**config.mk**
```make
export PLATFORM = sky130hd
export DESIGN_NAME = integer_literal_parser
export DESIGN_NICKNAME = d
export VERILOG_FILES = /design/src/hw/rtl/ilp_pkg.sv /design/src/hw/rtl/ilp_front.sv /design/src/hw/rtl/ilp_back.sv /design/src/hw/rtl/ilp_outq.sv /design/src/hw/rtl/integer_literal_parser.sv
export SDC_FILE = /design/constraint.sdc
export NUM_CORES = 1
export LEC_CHECK = 0
export ABC_CLOCK_PERIOD_IN_PS = 14850
export BUFFER_PORTS_ARGS = -buffer_cell sky130_fd_sc_hd__clkbuf_2
export CAP_MARGIN = 20
export CORE_MARGIN = 10
export CORE_UTILIZATION = 35
export DETAILED_ROUTE_END_ITERATION = 10
export GPL_ROUTABILITY_DRIVEN = 0
export SLEW_MARGIN = 30
export SYNTH_ARGS = -nofsm -noshare
export SYNTH_HDL_FRONTEND = slang
export SYNTH_SLANG_ARGS = --single-unit
```
**constraint.sdc**
```tcl
create_clock -name i_clk -period 14.85 [get_ports i_clk]
set_input_delay 2.97 -clock i_clk [delete_from_list [all_inputs] [get_ports i_clk]]
set_output_delay 2.97 -clock i_clk [all_outputs]
set_load 0.02 [all_outputs]
```
**src/hw/rtl/ilp_pkg.sv**
```systemverilog
// ilp_pkg: shared types and constants of the integer literal parser
// used by ilp_front, ilp_back, ilp_outq and integer_literal_parser; no dependencies
package ilp_pkg;

    localparam int unsigned ChW    = 8;
    localparam int unsigned ValueW = 64;
    localparam int unsigned CountW = 9;
    localparam int unsigned MaxW   = 8;
    localparam int unsigned DvalW  = 5;

    localparam logic [ChW-1:0]    CH_END       = 8'h00;
    localparam logic [ChW-1:0]    CH_ZERO      = 8'h30;
    localparam logic [ChW-1:0]    CH_NINE      = 8'h39;
    localparam logic [ChW-1:0]    CH_LOWER_A   = 8'h61;
    localparam logic [ChW-1:0]    CH_LOWER_F   = 8'h66;
    localparam logic [ChW-1:0]    CH_UPPER_A   = 8'h41;
    localparam logic [ChW-1:0]    CH_UPPER_F   = 8'h46;
    localparam logic [ChW-1:0]    CH_LOWER_X   = 8'h78;
    localparam logic [ChW-1:0]    CH_UPPER_X   = 8'h58;
    localparam logic [DvalW-1:0]  DVAL_NONE    = 5'd16;
    localparam logic [MaxW-1:0]   MAX_DIGITS_RST = 8'd20;

    localparam logic CFG_PARSE_MODE = 1'b0;
    localparam logic CFG_MAX_DIGITS = 1'b1;

    typedef enum logic [1:0] {
        MODE_AUTO = 2'd0,
        MODE_DEC  = 2'd1,
        MODE_OCT  = 2'd2,
        MODE_HEX  = 2'd3
    } t_mode;

    typedef enum logic [1:0] {
        RX_DEC = 2'd0,
        RX_OCT = 2'd1,
        RX_HEX = 2'd2
    } t_radix;

    typedef enum logic [2:0] {
        PH_IDLE      = 3'd0,
        PH_ZERO_AUTO = 3'd1,
        PH_ZERO_OCT  = 3'd2,
        PH_ZERO_HEX  = 3'd3,
        PH_AFTER_X   = 3'd4,
        PH_DIGITS    = 3'd5
    } t_phase;

    typedef enum logic [1:0] {
        ACT_NONE   = 2'd0,
        ACT_PREFIX = 2'd1,
        ACT_TAKE   = 2'd2,
        ACT_FINISH = 2'd3
    } t_act;

    typedef struct packed {
        logic [ChW-1:0] ch;
        logic           first;
    } t_in;

    typedef struct packed {
        logic signed [ValueW-1:0] value;
        logic [CountW-1:0]        consumed;
    } t_out;

    // classified character with the configuration sampled at accept
    typedef struct packed {
        logic             first;
        logic             is_end;
        logic             is_zero;
        logic             is_x;
        logic             is_dec;
        logic [DvalW-1:0] dval;
        t_mode            mode;
        logic [MaxW-1:0]  max_digits;
    } t_cls;

endpackage

```
**src/hw/rtl/ilp_front.sv**
```systemverilog
// ilp_front: configuration registers, character classifier and two-entry item queue
// depends on ilp_pkg
module ilp_front (
    input  logic                  i_clk,
    input  logic                  i_rst_n,
    input  logic                  push,
    output logic                  full,
    input  ilp_pkg::t_in          i_item,
    input  logic                  i_cfg_we,
    input  logic                  i_cfg_idx,
    input  logic [7:0]            i_cfg_wdata,
    output logic                  o_valid,
    input  logic                  i_ready,
    output ilp_pkg::t_cls         o_cls
);

    ilp_pkg::t_mode               r_mode;
    logic [ilp_pkg::MaxW-1:0]     r_max;
    ilp_pkg::t_cls                r_mem [2];
    logic                         r_wp;
    logic                         r_rp;
    logic [1:0]                   r_count;
    logic [1:0]                   n_count;
    ilp_pkg::t_cls                cls;
    logic                         wr;
    logic                         rd;

    function automatic logic [ilp_pkg::DvalW-1:0] digit_value(input logic [ilp_pkg::ChW-1:0] c);
        logic [ilp_pkg::DvalW-1:0] d;
        d = ilp_pkg::DVAL_NONE;
        if (c >= ilp_pkg::CH_ZERO && c <= ilp_pkg::CH_NINE) begin
            d = ilp_pkg::DvalW'(c - ilp_pkg::CH_ZERO);
        end else if (c >= ilp_pkg::CH_LOWER_A && c <= ilp_pkg::CH_LOWER_F) begin
            d = ilp_pkg::DvalW'(c - ilp_pkg::CH_LOWER_A + 8'd10);
        end else if (c >= ilp_pkg::CH_UPPER_A && c <= ilp_pkg::CH_UPPER_F) begin
            d = ilp_pkg::DvalW'(c - ilp_pkg::CH_UPPER_A + 8'd10);
        end
        return d;
    endfunction

    always_ff @(posedge i_clk) begin
        if (!i_rst_n) begin
            r_mode <= ilp_pkg::MODE_AUTO;
            r_max  <= ilp_pkg::MAX_DIGITS_RST;
        end else if (i_cfg_we) begin
            case (i_cfg_idx)
                ilp_pkg::CFG_PARSE_MODE: r_mode <= ilp_pkg::t_mode'(i_cfg_wdata[1:0]);
                ilp_pkg::CFG_MAX_DIGITS: r_max  <= i_cfg_wdata;
                default: ;
            endcase
        end
    end

    always_comb begin
        cls.first      = i_item.first;
        cls.is_end     = (i_item.ch == ilp_pkg::CH_END);
        cls.is_zero    = (i_item.ch == ilp_pkg::CH_ZERO);
        cls.is_x       = (i_item.ch == ilp_pkg::CH_LOWER_X) || (i_item.ch == ilp_pkg::CH_UPPER_X);
        cls.is_dec     = (i_item.ch >= ilp_pkg::CH_ZERO) && (i_item.ch <= ilp_pkg::CH_NINE);
        cls.dval       = digit_value(i_item.ch);
        cls.mode       = r_mode;
        cls.max_digits = r_max;
    end

    assign full    = (r_count == 2'd2);
    assign o_valid = (r_count != 2'd0);
    assign o_cls   = r_mem[r_rp];
    assign wr      = push && !full;
    assign rd      = o_valid && i_ready;

    always_comb begin
        n_count = r_count;
        case ({wr, rd})
            2'b10:   n_count = r_count + 2'd1;
            2'b01:   n_count = r_count - 2'd1;
            default: n_count = r_count;
        endcase
    end

    always_ff @(posedge i_clk) begin
        if (!i_rst_n) begin
            r_wp    <= 1'b0;
            r_rp    <= 1'b0;
            r_count <= 2'd0;
        end else begin
            r_count <= n_count;
            if (wr) begin
                r_wp <= ~r_wp;
            end
            if (rd) begin
                r_rp <= ~r_rp;
            end
        end
    end

    always_ff @(posedge i_clk) begin
        if (wr) begin
            r_mem[r_wp] <= cls;
        end
    end

endmodule

```
**src/hw/rtl/ilp_back.sv**
```systemverilog
// ilp_back: parse state machine with the base-scaled digit accumulator
// depends on ilp_pkg
module ilp_back (
    input  logic          i_clk,
    input  logic          i_rst_n,
    input  logic          i_valid,
    output logic          o_ready,
    input  ilp_pkg::t_cls i_cls,
    output logic          o_push,
    input  logic          i_full,
    output ilp_pkg::t_out o_result
);

    ilp_pkg::t_phase                r_phase;
    ilp_pkg::t_phase                n_phase;
    ilp_pkg::t_radix                r_radix;
    ilp_pkg::t_radix                n_radix;
    logic [ilp_pkg::ValueW-1:0]     r_acc;
    logic [ilp_pkg::ValueW-1:0]     n_acc;
    logic [ilp_pkg::CountW-1:0]     r_cnt;
    logic [ilp_pkg::CountW-1:0]     n_cnt;
    logic [ilp_pkg::MaxW-1:0]       r_dl;
    logic [ilp_pkg::MaxW-1:0]       n_dl;

    logic                           fire;
    logic                           done;
    ilp_pkg::t_act                  act;
    ilp_pkg::t_phase                pre_phase;
    ilp_pkg::t_radix                rx;
    logic [ilp_pkg::ValueW-1:0]     eff_acc;
    logic [ilp_pkg::CountW-1:0]     eff_cnt;
    logic [ilp_pkg::MaxW-1:0]       eff_dl;
    logic [ilp_pkg::CountW-1:0]     cnt_inc;
    logic [ilp_pkg::MaxW-1:0]       dl_dec;
    logic                           digit_ok;
    logic [ilp_pkg::ValueW-1:0]     prod;

    assign o_ready = !i_full;
    assign fire    = i_valid && !i_full;

    // action decode per transaction
    always_comb begin
        act       = ilp_pkg::ACT_NONE;
        pre_phase = ilp_pkg::PH_IDLE;
        rx        = r_radix;
        if (i_cls.first) begin
            if (i_cls.is_end) begin
                act = ilp_pkg::ACT_FINISH;
            end else begin
                case (i_cls.mode)
                    ilp_pkg::MODE_AUTO: begin
                        if (i_cls.is_zero) begin
                            act = ilp_pkg::ACT_PREFIX; pre_phase = ilp_pkg::PH_ZERO_AUTO;
                            rx = ilp_pkg::RX_OCT;
                        end else if (i_cls.is_x) begin
                            act = ilp_pkg::ACT_PREFIX; pre_phase = ilp_pkg::PH_AFTER_X;
                            rx = ilp_pkg::RX_HEX;
                        end else begin
                            act = ilp_pkg::ACT_TAKE; rx = ilp_pkg::RX_DEC;
                        end
                    end
                    ilp_pkg::MODE_DEC: begin
                        act = ilp_pkg::ACT_TAKE; rx = ilp_pkg::RX_DEC;
                    end
                    ilp_pkg::MODE_OCT: begin
                        if (i_cls.is_zero) begin
                            act = ilp_pkg::ACT_PREFIX; pre_phase = ilp_pkg::PH_ZERO_OCT;
                            rx = ilp_pkg::RX_OCT;
                        end else begin
                            act = ilp_pkg::ACT_TAKE; rx = ilp_pkg::RX_OCT;
                        end
                    end
                    default: begin
                        if (i_cls.is_zero) begin
                            act = ilp_pkg::ACT_PREFIX; pre_phase = ilp_pkg::PH_ZERO_HEX;
                            rx = ilp_pkg::RX_HEX;
                        end else if (i_cls.is_x) begin
                            act = ilp_pkg::ACT_PREFIX; pre_phase = ilp_pkg::PH_AFTER_X;
                            rx = ilp_pkg::RX_HEX;
                        end else begin
                            act = ilp_pkg::ACT_TAKE; rx = ilp_pkg::RX_HEX;
                        end
                    end
                endcase
            end
        end else begin
            case (r_phase)
                ilp_pkg::PH_ZERO_AUTO: begin
                    if (i_cls.is_dec) begin
                        act = ilp_pkg::ACT_TAKE;
                    end else if (i_cls.is_x) begin
                        act = ilp_pkg::ACT_PREFIX; pre_phase = ilp_pkg::PH_AFTER_X;
                        rx = ilp_pkg::RX_HEX;
                    end else begin
                        act = ilp_pkg::ACT_FINISH;
                    end
                end
                ilp_pkg::PH_ZERO_OCT: begin
                    act = i_cls.is_dec ? ilp_pkg::ACT_TAKE : ilp_pkg::ACT_FINISH;
                end
                ilp_pkg::PH_ZERO_HEX: begin
                    if (i_cls.is_x) begin
                        act = ilp_pkg::ACT_PREFIX; pre_phase = ilp_pkg::PH_AFTER_X;
                        rx = ilp_pkg::RX_HEX;
                    end else if (!i_cls.dval[ilp_pkg::DvalW-1]) begin
                        act = ilp_pkg::ACT_TAKE;
                    end else begin
                        act = ilp_pkg::ACT_FINISH;
                    end
                end
                ilp_pkg::PH_AFTER_X: begin
                    act = !i_cls.dval[ilp_pkg::DvalW-1] ? ilp_pkg::ACT_TAKE
                                                        : ilp_pkg::ACT_FINISH;
                end
                ilp_pkg::PH_DIGITS: act = ilp_pkg::ACT_TAKE;
                default:            act = ilp_pkg::ACT_NONE;
            endcase
        end
    end

    // datapath
    always_comb begin
        eff_acc = i_cls.first ? '0 : r_acc;
        eff_cnt = i_cls.first ? '0 : r_cnt;
        eff_dl  = i_cls.first ? i_cls.max_digits : r_dl;
        cnt_inc = eff_cnt + 9'd1;
        dl_dec  = eff_dl - 8'd1;
        case (rx)
            ilp_pkg::RX_DEC: digit_ok = (i_cls.dval < 5'd10);
            ilp_pkg::RX_OCT: digit_ok = (i_cls.dval < 5'd8);
            ilp_pkg::RX_HEX: digit_ok = !i_cls.dval[ilp_pkg::DvalW-1];
            default:         digit_ok = 1'b0;
        endcase
        prod = ((rx == ilp_pkg::RX_HEX) ? (eff_acc << 4) : (eff_acc << 3))
             + ((rx == ilp_pkg::RX_DEC) ? (eff_acc << 1) : '0)
             + ilp_pkg::ValueW'(i_cls.dval[3:0]);
    end

    // next state
    always_comb begin
        n_phase = r_phase;
        n_radix = r_radix;
        n_acc   = r_acc;
        n_cnt   = r_cnt;
        n_dl    = r_dl;
        done    = 1'b0;
        if (fire) begin
            n_acc = eff_acc;
            n_cnt = eff_cnt;
            n_dl  = eff_dl;
            case (act)
                ilp_pkg::ACT_PREFIX: begin
                    n_radix = rx;
                    n_cnt   = cnt_inc;
                    n_phase = pre_phase;
                end
                ilp_pkg::ACT_TAKE: begin
                    n_radix = rx;
                    if (eff_dl == '0 || !digit_ok) begin
                        done = 1'b1;
                    end else begin
                        n_acc = prod;
                        n_cnt = cnt_inc;
                        n_dl  = dl_dec;
                        done  = (dl_dec == '0);
                    end
                    n_phase = done ? ilp_pkg::PH_IDLE : ilp_pkg::PH_DIGITS;
                end
                ilp_pkg::ACT_FINISH: begin
                    done    = 1'b1;
                    n_phase = ilp_pkg::PH_IDLE;
                end
                default: n_phase = ilp_pkg::PH_IDLE;
            endcase
        end
    end

    // outputs
    always_comb begin
        o_push            = done;
        o_result.value    = n_acc;
        o_result.consumed = n_cnt;
    end

    always_ff @(posedge i_clk) begin
        if (!i_rst_n) begin
            r_phase <= ilp_pkg::PH_IDLE;
            r_radix <= ilp_pkg::RX_DEC;
            r_acc   <= '0;
            r_cnt   <= '0;
            r_dl    <= '0;
        end else begin
            r_phase <= n_phase;
            r_radix <= n_radix;
            r_acc   <= n_acc;
            r_cnt   <= n_cnt;
            r_dl    <= n_dl;
        end
    end

`ifndef SYNTHESIS
    a_digits_left: assert property (@(posedge i_clk) disable iff (!i_rst_n)
        (r_phase == ilp_pkg::PH_DIGITS) |-> (r_dl != '0))
        else $error("digit phase with no digits left");
    a_after_x_hex: assert property (@(posedge i_clk) disable iff (!i_rst_n)
        (r_phase == ilp_pkg::PH_AFTER_X) |-> (r_radix == ilp_pkg::RX_HEX))
        else $error("after x prefix without hex radix");
    a_zero_count: assert property (@(posedge i_clk) disable iff (!i_rst_n)
        (r_phase == ilp_pkg::PH_ZERO_AUTO || r_phase == ilp_pkg::PH_ZERO_OCT ||
         r_phase == ilp_pkg::PH_ZERO_HEX) |-> (r_cnt == 9'd1))
        else $error("zero prefix phase with wrong count");
    a_push_fire: assert property (@(posedge i_clk) disable iff (!i_rst_n)
        o_push |-> fire)
        else $error("result without a transaction");
`endif

endmodule

```
**src/hw/rtl/ilp_outq.sv**
```systemverilog
// ilp_outq: two-entry result queue in front of the result ports
// depends on ilp_pkg
module ilp_outq (
    input  logic          i_clk,
    input  logic          i_rst_n,
    input  logic          i_push,
    output logic          o_full,
    input  ilp_pkg::t_out i_result,
    output logic          empty,
    input  logic          pop,
    output ilp_pkg::t_out o_result
);

    ilp_pkg::t_out r_mem [2];
    logic          r_wp;
    logic          r_rp;
    logic [1:0]    r_count;
    logic [1:0]    n_count;
    logic          wr;
    logic          rd;

    assign o_full   = (r_count == 2'd2);
    assign empty    = (r_count == 2'd0);
    assign o_result = r_mem[r_rp];
    assign wr       = i_push && !o_full;
    assign rd       = pop && !empty;

    always_comb begin
        case ({wr, rd})
            2'b10:   n_count = r_count + 2'd1;
            2'b01:   n_count = r_count - 2'd1;
            default: n_count = r_count;
        endcase
    end

    always_ff @(posedge i_clk) begin
        if (!i_rst_n) begin
            r_wp    <= 1'b0;
            r_rp    <= 1'b0;
            r_count <= 2'd0;
        end else begin
            r_count <= n_count;
            if (wr) begin
                r_wp <= ~r_wp;
            end
            if (rd) begin
                r_rp <= ~r_rp;
            end
        end
    end

    always_ff @(posedge i_clk) begin
        if (wr) begin
            r_mem[r_wp] <= i_result;
        end
    end

endmodule

```
**src/hw/rtl/integer_literal_parser.sv**
```systemverilog
// integer_literal_parser: top level of the streaming integer literal parser
// depends on ilp_pkg, ilp_front, ilp_back, ilp_outq
//
// Takes one character per clock, unless full is high, and parses C-style integer literals in
// auto, decimal, octal or hex mode, giving one result (64-bit wrapped value and consumed
// character count) when a parse ends. The block sustains one character transaction per cycle
// while the result queue has room; the result is pushed into that queue in the transaction of
// the character that ends the parse. That rate is set by the parse stage, which does one
// base-scaled 64-bit shift-add per character. Two-entry queues sit between the classifier and
// the parse stage and in front of the result ports. Configuration must be written only while
// no transaction is in flight; it is sampled with each character.
module integer_literal_parser (
    input  logic          i_clk,
    input  logic          i_rst_n,
    input  logic          push,
    output logic          full,
    input  ilp_pkg::t_in  i_item,
    output logic          empty,
    input  logic          pop,
    output ilp_pkg::t_out o_result,
    input  logic          i_cfg_we,
    input  logic          i_cfg_idx,
    input  logic [7:0]    i_cfg_wdata
);

    logic          cls_valid;
    logic          cls_ready;
    ilp_pkg::t_cls cls;
    logic          res_push;
    logic          res_full;
    ilp_pkg::t_out res;

    ilp_front u_front (
        .i_clk       (i_clk),
        .i_rst_n     (i_rst_n),
        .push        (push),
        .full        (full),
        .i_item      (i_item),
        .i_cfg_we    (i_cfg_we),
        .i_cfg_idx   (i_cfg_idx),
        .i_cfg_wdata (i_cfg_wdata),
        .o_valid     (cls_valid),
        .i_ready     (cls_ready),
        .o_cls       (cls)
    );

    ilp_back u_back (
        .i_clk    (i_clk),
        .i_rst_n  (i_rst_n),
        .i_valid  (cls_valid),
        .o_ready  (cls_ready),
        .i_cls    (cls),
        .o_push   (res_push),
        .i_full   (res_full),
        .o_result (res)
    );

    ilp_outq u_outq (
        .i_clk    (i_clk),
        .i_rst_n  (i_rst_n),
        .i_push   (res_push),
        .o_full   (res_full),
        .i_result (res),
        .empty    (empty),
        .pop      (pop),
        .o_result (o_result)
    );

endmodule
```
Yosys cells after proc, flatten, opt, wreduce, memory -nomap -nowiden --
Memory sizes are Yosys's and may differ from the RTL's. A register that Yosys moved wholly into a read port is not among the register bits. Cells that the tools add are included. Widths: inputs -> output; s select.
Operators by class: multiplexer cells 63, bitwise gates (word level) 5, multipliers 0, add/sub/neg operators 13, shift-type cells 0, equal/unequal tests 21, order comparisons 8, div/mod/pow operators 0, reductions and logical operators 27
Operators with widths (number):
- $mux 64 | 6
- $add 64x4->64 | 1
- $add 64x64->64 | 1
- $mux 2 | 15
- $mux 9 | 3
- $logic_not 8->1 | 3
- $mux 8 | 3
- $mux 3 | 7
- $pmux 9 s2 | 1
- $eq 2x2->1 const B | 8
- $eq 8x7->1 const B | 2
- $ge 8x7->1 const B | 2
- $le 8x7->1 const B | 2
- $pmux 2 s2 | 4
- $mux 5 | 3
- $mux 1 | 14
- $pmux 3 s2 | 2
- $add 5x4->5 const B | 2
- $eq 2x1->1 const B | 5
- $lt 5x4->1 const B | 2
- $pmux 2 s5 | 1
- $sub 5x1->5 const B | 2
- $add 9x1->9 const B | 1
- $pmux 3 s3 | 1
- 21 further kinds | 46
Storage, ports and cells: output and inout bits 75, RAM bits 186, word-level logic and storage cells 152, input port bits 23, bits in latches 0, memories kept 2, memory bits (read-only) 0, register bits after elaboration 104
Memories:
- u_outq.r_mem | words 2, width 73, read ports 1, clocked after Yosys merged registers in 1, wr ports 1, line ilp_outq.sv:14 | ilp_pkg::t_out r_mem [2];
- u_front.r_mem | words 2, width 20, read ports 1, clocked after Yosys merged registers in 1, wr ports 1, line ilp_front.sv:19 | ilp_pkg::t_cls r_mem [2];

Depth between registers and ports, before layout --
Gate-level depths: netlist of run 1.
depth after elaboration 17, gate-level depth with buffers 25, gate-level depth less buffers 20

By module --
Synthesis of run 1 repeated with hierarchy kept, for this count alone.
Unflattened totals: cell total of the unflattened synthesis 1833, area, all modules 17883.4 µm²
Modules (own cells, without submodules):
- ilp_back | area an instance 10139.7 µm², cells an instance 1414, seq. area each 1721.7 µm², times used 1
- ilp_outq | area an instance 5482.8 µm², cells an instance 253, seq. area each 4484.3 µm², times used 1
- ilp_front | area an instance 2260.9 µm², cells an instance 166, seq. area each 1501.4 µm², times used 1

Worst setup path before layout of run 1 --
No wires, ideal clock.
path type reg2reg, start register (tool-made name), end memory u_outq.r_mem[0][0] (netlist name), enable pin, slack 8.370 ns, cell stages (with the launch flop) 15, required time 14.346 ns, path buffers 3, arrival time 5.976 ns, path through dfxtp_1 buf_6 buf_6 buf_4 mux2i_1 inv_1 ha_1 o21bai_1 o32a_1 o211a_1 o311ai_4 o21ai_0 a21oi_1 inv_1 nor2_1
RTL lines (line):
- end: declaration | ilp_outq.sv:14

==> metrics, run 1 <==
clock sinks just under 300; Rows about 80; WL met1 19,500 um; synth unique cells 89; DR DRC count 0; global route overflow 0; Tot Pwr ~0.0026 W; Seq/Total Area, Yosys 43.1%; Die ar. 60,500 um2; Mapped Cells 1,803; worst-case reg-to-reg path depth 21; Yosys Warn Count 0; Post-CTS Setup Bufs 0; Fmax 0.133 GHz; Critical Path Fanout Max 34; Total GRT Usage 13.8%; CORE AREA 50,400 um2; Final Setup Violations 0; Critical Path AT 7.80 ns; PortBufs 97; routed vias/inst 5.29; largest net degree at the start of global routing 94; RSZ-0062 raised after global routing no; Pleak 8.21 nW; Req. time, crit path approximately 15 ns; status complete, no violations; die height 246 um; total CTS buffers 34; Reg area 7710 um2; WL final approximately 43,000 um; Worst-Margin Slew 0.980 ns; DRT Pass-1 Iters 5; Post-synth EDFFs 186; hold crit path type reg -> reg; htree depth 2; Clock transition at path regs 0.06 ns; uppermost routed layer met4; initial core utilization 35.5%; routed via count 13.5k; first-pass GRT wire length approximately 70,000 um; Slew Limit Fails 0; WHS Path Cells 0; Max Buffers Root-to-Sink 3; DPL Wire Length 30,100 um; FFs w/ async S/R, synth 0%; die width 246 um; count leader, synth edfxtp_1; Antenna Nets Post-Route 0; Main synth FF type edfxtp_1; Yosys reg bits 292; Setup crit end kind register; Max-Cap Viols 0; Final min period 7.53 ns; post-cts sizing count 0; Setup TNS 0 ns; post-synth net total a little under 2k; initial antenna violation count 0; vias in the first global route 13.3k; clock skew approximately 0.033 ns; Mapped Area 17,900 um2; CTS tree built; fill cell count 4,918; Hold Fails Final Rpt 0; biggest area consumer among synthesized cells edfxtp_1; top cell type's share of synthesized area 31.2%; startpoint class of the critical path register; largest cells by area after synthesis edfxtp_1, dfxtp_1, ha_1, mux2_2, mux2i_1; met3 WL 1970 um; Root Buffer clkbuf_16; synthesized area per cell 9.92 um2; # hold bufs at CTS 0; post-route clock period utilization 50.7%; path type of the worst setup path reg -> reg; Max IR drop VDD between 0.08 and 0.09 mV; clk_lat worst skew 0.55 ns; multi-input logic area 9650 um2; Commonest cells post-synth edfxtp_1, nor2_1, ha_1; metal2 WL around 20,000 um; Slew headroom approximately 34%; nets@finish 2,021; Ports between 90 and 100; Wirelength per Cell 16.8 um; drt initial violations 745; layout cell share with drive strength beyond 1 14.3%; area grow syn2layout 11.9%; pwr/cell area about 130 nW/um2
registers in the layout (all words and copies together) (netlist names), named ones only:
name and flops:
u_back.r_cnt 9, u_outq.r_mem 146, u_back.r_phase 3, u_outq.r_rp 1, u_front.r_wp 1, u_back.r_radix 2, u_front.r_rp 1, u_front.r_mode 2
u_front.r_count 2, u_back.r_acc 64, u_outq.r_count 2, u_front.r_max 8, u_back.r_dl 8, u_outq.r_wp 1, u_front.r_mem 40
logic make-up after synthesis:
group	count (synthesis)	share of synthesized area, %
buffers and inverters	133	3.19
flip-flops	292	43.1
multiplexers	165	9.84
XOR/XNOR	63	3.09
AND/OR/NAND/NOR	621	17.2
AO/OA/AOI/OAI	387	13.6
adder cells (fa/ha/maj)	142	10.0
cells in the final DEF, fill, tap and decap left out, types with 29 or more instances in the layout:
cell / n
a21o_1: 29
a21oi_1: 125
and2_1: 112
clkbuf_16: 34
clkbuf_2: 97
dfxtp_1: 104
edfxtp_1: 186
ha_1: 140
inv_1: 35
mux2_2: 83
mux2i_1: 81
nand2_1: 131
nand3_1: 89
nor2_1: 158
nor3_1: 31
o21ai_0: 86
xor2_1: 37
layout make-up:
class	instances	share of cell area [%]
inverter	37	0.694
timing repair buffer	113	3.21
sequential	292	38.5
clock inverter	19	0.650
multi-input combinational	1378	48.2
clock buffer	43	4.47
antenna	1	0.0125
tap	672	4.20
power by group:
part / internal, W / switching [W]
Sequential: 0.000998 / 0.0000551
Clock: 0.000434 / 0.000341
Combinational: 0.000286 / 0.000533
final timing paths:
| kind | from | end | slack [ns] |
|---|---|---|---|
| max | register | u_outq.r_mem[0][59] | 7.32 |
| min | u_front.r_max[1] | u_front.r_mem[0][1] | 0.43 |
| max reg2reg | register | u_outq.r_mem[0][59] | 7.32 |
| min reg2reg | u_front.r_max[1] | u_front.r_mem[0][1] | 0.43 |
metrics by stage:
step	hold slack, ns	std cells	util, %	setup slack, ns	cell area, um2
2_1_floorplan	0.425	1803	-	8.37	17900
3_3_place_gp	0.434	2490	37.6	7.27	18900
3_5_place_dp	0.443	2492	37.7	7.42	19000
4_1_cts	0.437	2554	39.7	7.35	20000
5_1_grt	0.458	2554	39.7	6.91	20000
6_report	0.434	2555	39.7	7.32	20000
critical path, cell delays in order (launching register included):
cell and delay (ns):
dfxtp_2 0.71, mux2i_1 0.41, inv_1 0.11, ha_1 0.23
o21bai_1 0.19, o32a_1 0.45, a31oi_4 0.21, buf_4 0.43
buf_4 0.55, mux2i_1 0.27, nor2_1 0.06, ha_1 0.31
ha_1 0.36, o211ai_1 0.11, a21oi_1 0.09, o41ai_1 0.66
o21ai_0 0.31, a211oi_2 0.51, o21ai_0 0.49, a211oi_1 0.39
mux2i_1 0.27, nand2_1 0.09
routing by layer:
layer / track usage [%] / vias up
li1: - / 6730
met5: 0 / -
met4: 4.08 / 0
met1: 17.6 / 6450
met2: 23.5 / 267
met3: 2.52 / 71
Note: power is estimated with default switching activity, not from simulation.
==> run 2, diff against run 1 <==
--- a/config.mk
+++ b/config.mk
@@ -5,7 +5,8 @@
 export SDC_FILE = /design/constraint.sdc
 export NUM_CORES = 1
 export LEC_CHECK = 0
-export ABC_CLOCK_PERIOD_IN_PS = 14850
+export ABC_AREA = 1
+export ABC_CLOCK_PERIOD_IN_PS = 7400
 export BUFFER_PORTS_ARGS = -buffer_cell sky130_fd_sc_hd__clkbuf_2
 export CAP_MARGIN = 20
 export CORE_MARGIN = 10
==> constraint.sdc (replaced) <==
create_clock -name i_clk -period 7.4 [get_ports i_clk]
set_input_delay 1.48 -clock i_clk [delete_from_list [all_inputs] [get_ports i_clk]]
set_output_delay 1.48 -clock i_clk [all_outputs]
set_load 0.02 [all_outputs]
==> run 2 against run 1 <==
Worst hold slack better by 0.013 ns. Sequential share of layout area down 4.3 points. Routed wire length up 34%. Register-to-register slack worse by 5.8 ns. Global-route usage up 2.8 points. Largest power group is now combinational logic.
==> metrics, run 2 <==
Die ar. 67,600 um2; Req. time, crit path 7.70 ns; Slew headroom a little under a third; count leader, synth nand2_1; most common cell after layout, fill and taps aside nand2_1; Hold Fails Final Rpt 0; area grow syn2layout 11.7%; Post-synth EDFFs roughly 190; top cell type's share of synthesized area 27.7%; Worst-Margin Slew 1.01 ns; most frequent cells in the layout nand2_1, inv_1, nor2_1; Setup TNS 0 ns; Slew Limit Fails 0; Ports 98; biggest area consumer among synthesized cells edfxtp_1; Critical Path AT about 6.2 ns; Max Buffers Root-to-Sink 3; Main synth FF type edfxtp_1; Yosys reg bits 292; Post-CTS Setup Bufs 0; largest cells by area after synthesis edfxtp_1, nand2_1, dfxtp_1, ha_1, inv_1; DRT Pass-1 Iters 5; die width 260 um; max FFs per register 146; CP delay by family, top simple AND/OR/NAND/NOR gates; FFs w/ async S/R, synth 0%; routed via count ~18k; biggest regs u_outq.r_mem (146), u_back.r_acc (64), u_front.r_mem (40); RSZ-0062 raised after global routing no; post-synth net total 2,943; Commonest cells post-synth nand2_1, inv_1, nor2_1; Clock transition at path regs 0.06 ns; Rows 87; DPL Wire Length roughly 44,000 um; clock skew 0.0249 ns; clock sinks 292; Antenna Nets Post-Route 0; Setup crit end kind register; layout cell share with drive strength beyond 1 9.45%; startpoint class of the critical path register; CTS tree built; total CTS buffers 34; DR DRC count 0; Max-Cap Viols 0; path type of the worst setup path reg -> reg; status complete, no violations; Final Setup Violations 0; WP buf/inv 9; clk_lat worst skew 0.56 ns; Final min period roughly 5.9 ns; hold crit path type reg -> reg; synth unique cells 47; Biggest register u_outq.r_mem; drt initial violations 1,375; synthesized area per cell 7.26 um2; CP max-delay cell fa_1; die height 260 um; post-route clock period utilization 80.0%; fill cell count 5,966; PortBufs 97; Mapped Area 20,200 um2; global route overflow 0; Seq/Total Area, Yosys 38.2%; htree depth 2; Critical Path Max Stage Delay 0.40 ns; Root Buffer clkbuf_16; Mapped Cells around 2.8k; vias in the first global route roughly 17k; number of antenna repair diodes 0; most used cell, CP nand2_1; Pleak 10.3 nW; Yosys Warn Count 0; CORE AREA 56,700 um2; initial antenna violation count 0; post-cts sizing count 0; Wirelength per Cell between 15 and 20 um; Core Util, Final 39.7%; # hold bufs at CTS 0; first-pass GRT wire length 91,200 um; pwr/cell area 352 nW/um2; Critical Path Fanout Max between 60 and 70; nets@finish 3,008; WL final 57,500 um; routed vias/inst around 4.9; Max IR drop VDD 0.240 mV; Total GRT Usage 16.7%; Fmax 0.169 GHz; largest net degree at the start of global routing 85; initial core utilization 35.6%
==> run 2: power breakdown <==
group          internal (W)  leakage, nW  switching [W]
clock network      0.000987        0.550       0.000716
logic               0.00114         7.13        0.00266
registers           0.00229         2.60       0.000143
total               0.00441         10.3        0.00352
==> run 2: final timing paths <==
check                                 start                   to  slack, ns  cells past startpoint
worst max-delay path               register  u_outq.r_mem[1][37]       1.48                     33
worst max register to register     register  u_outq.r_mem[1][37]       1.48                     33
worst min register to register  u_outq.r_rp             register       0.45                      1
worst min-delay path            u_outq.r_rp             register       0.45                      1
==> run 2: routing by layer <==
layer  wire length (um)  global-route usage [%]
met1              27300                    22.8
met2              25400                    26.4
met3               3130                    2.67
met4               1610                    5.44
met5                  0                       0
==> run 2: layout make-up <==
cell class | instances | area (um2) | area share, %
clock buffers | 43 | 895 | 3.97
well taps | 756 | 946 | 4.20
flip-flops and latches | 292 | 7710 | 34.2
inverters | 403 | 1510 | 6.72
clock inverters | 19 | 234 | 1.04
multi-input cells | 1996 | 10600 | 46.9
repair buffers | 116 | 669 | 2.97
==> run 2: kinds of logic (layout without fill, tap and decap cells) <==
logic type	count (synthesis)	in the layout	share of synthesized area (%)
and+or+nand+nor	1281	1281	25.5
buffers and inverters	490	581	9.52
AOI/OAI and AO/OA	447	447	11.5
DFF	292	292	38.2
adders and majority gates	142	142	8.88
muxes	75	75	4.17
xor gates and xnor gates	51	51	2.21
==> run 2: worst register-to-register path: cells and delay by family (launching register included) <==
family,cells,cell delay [ns]
flip-flops,1,0.30
buffers and inverters,9,1.30
adder cells (fa/ha/maj),4,1.04
AO/OA/AOI/OAI,4,0.71
XOR/XNOR,1,0.18
AND/OR/NAND/NOR,15,2.12
==> run 2: through the flow <==
stage	std cells	hold WS [ns]	total power, W	worst slack [ns]	instance area (um2)
6_report	3625	0.447	0.00794	1.48	22500
5_1_grt	3625	0.462	0.00857	1.05	22500
4_1_cts	3625	0.446	0.00802	1.50	22500
3_5_place_dp	3563	0.436	0.00628	1.52	21400
3_3_place_gp	3563	0.429	0.00624	1.56	21400
2_1_floorplan	2778	0.420	0.00518	1.35	20200
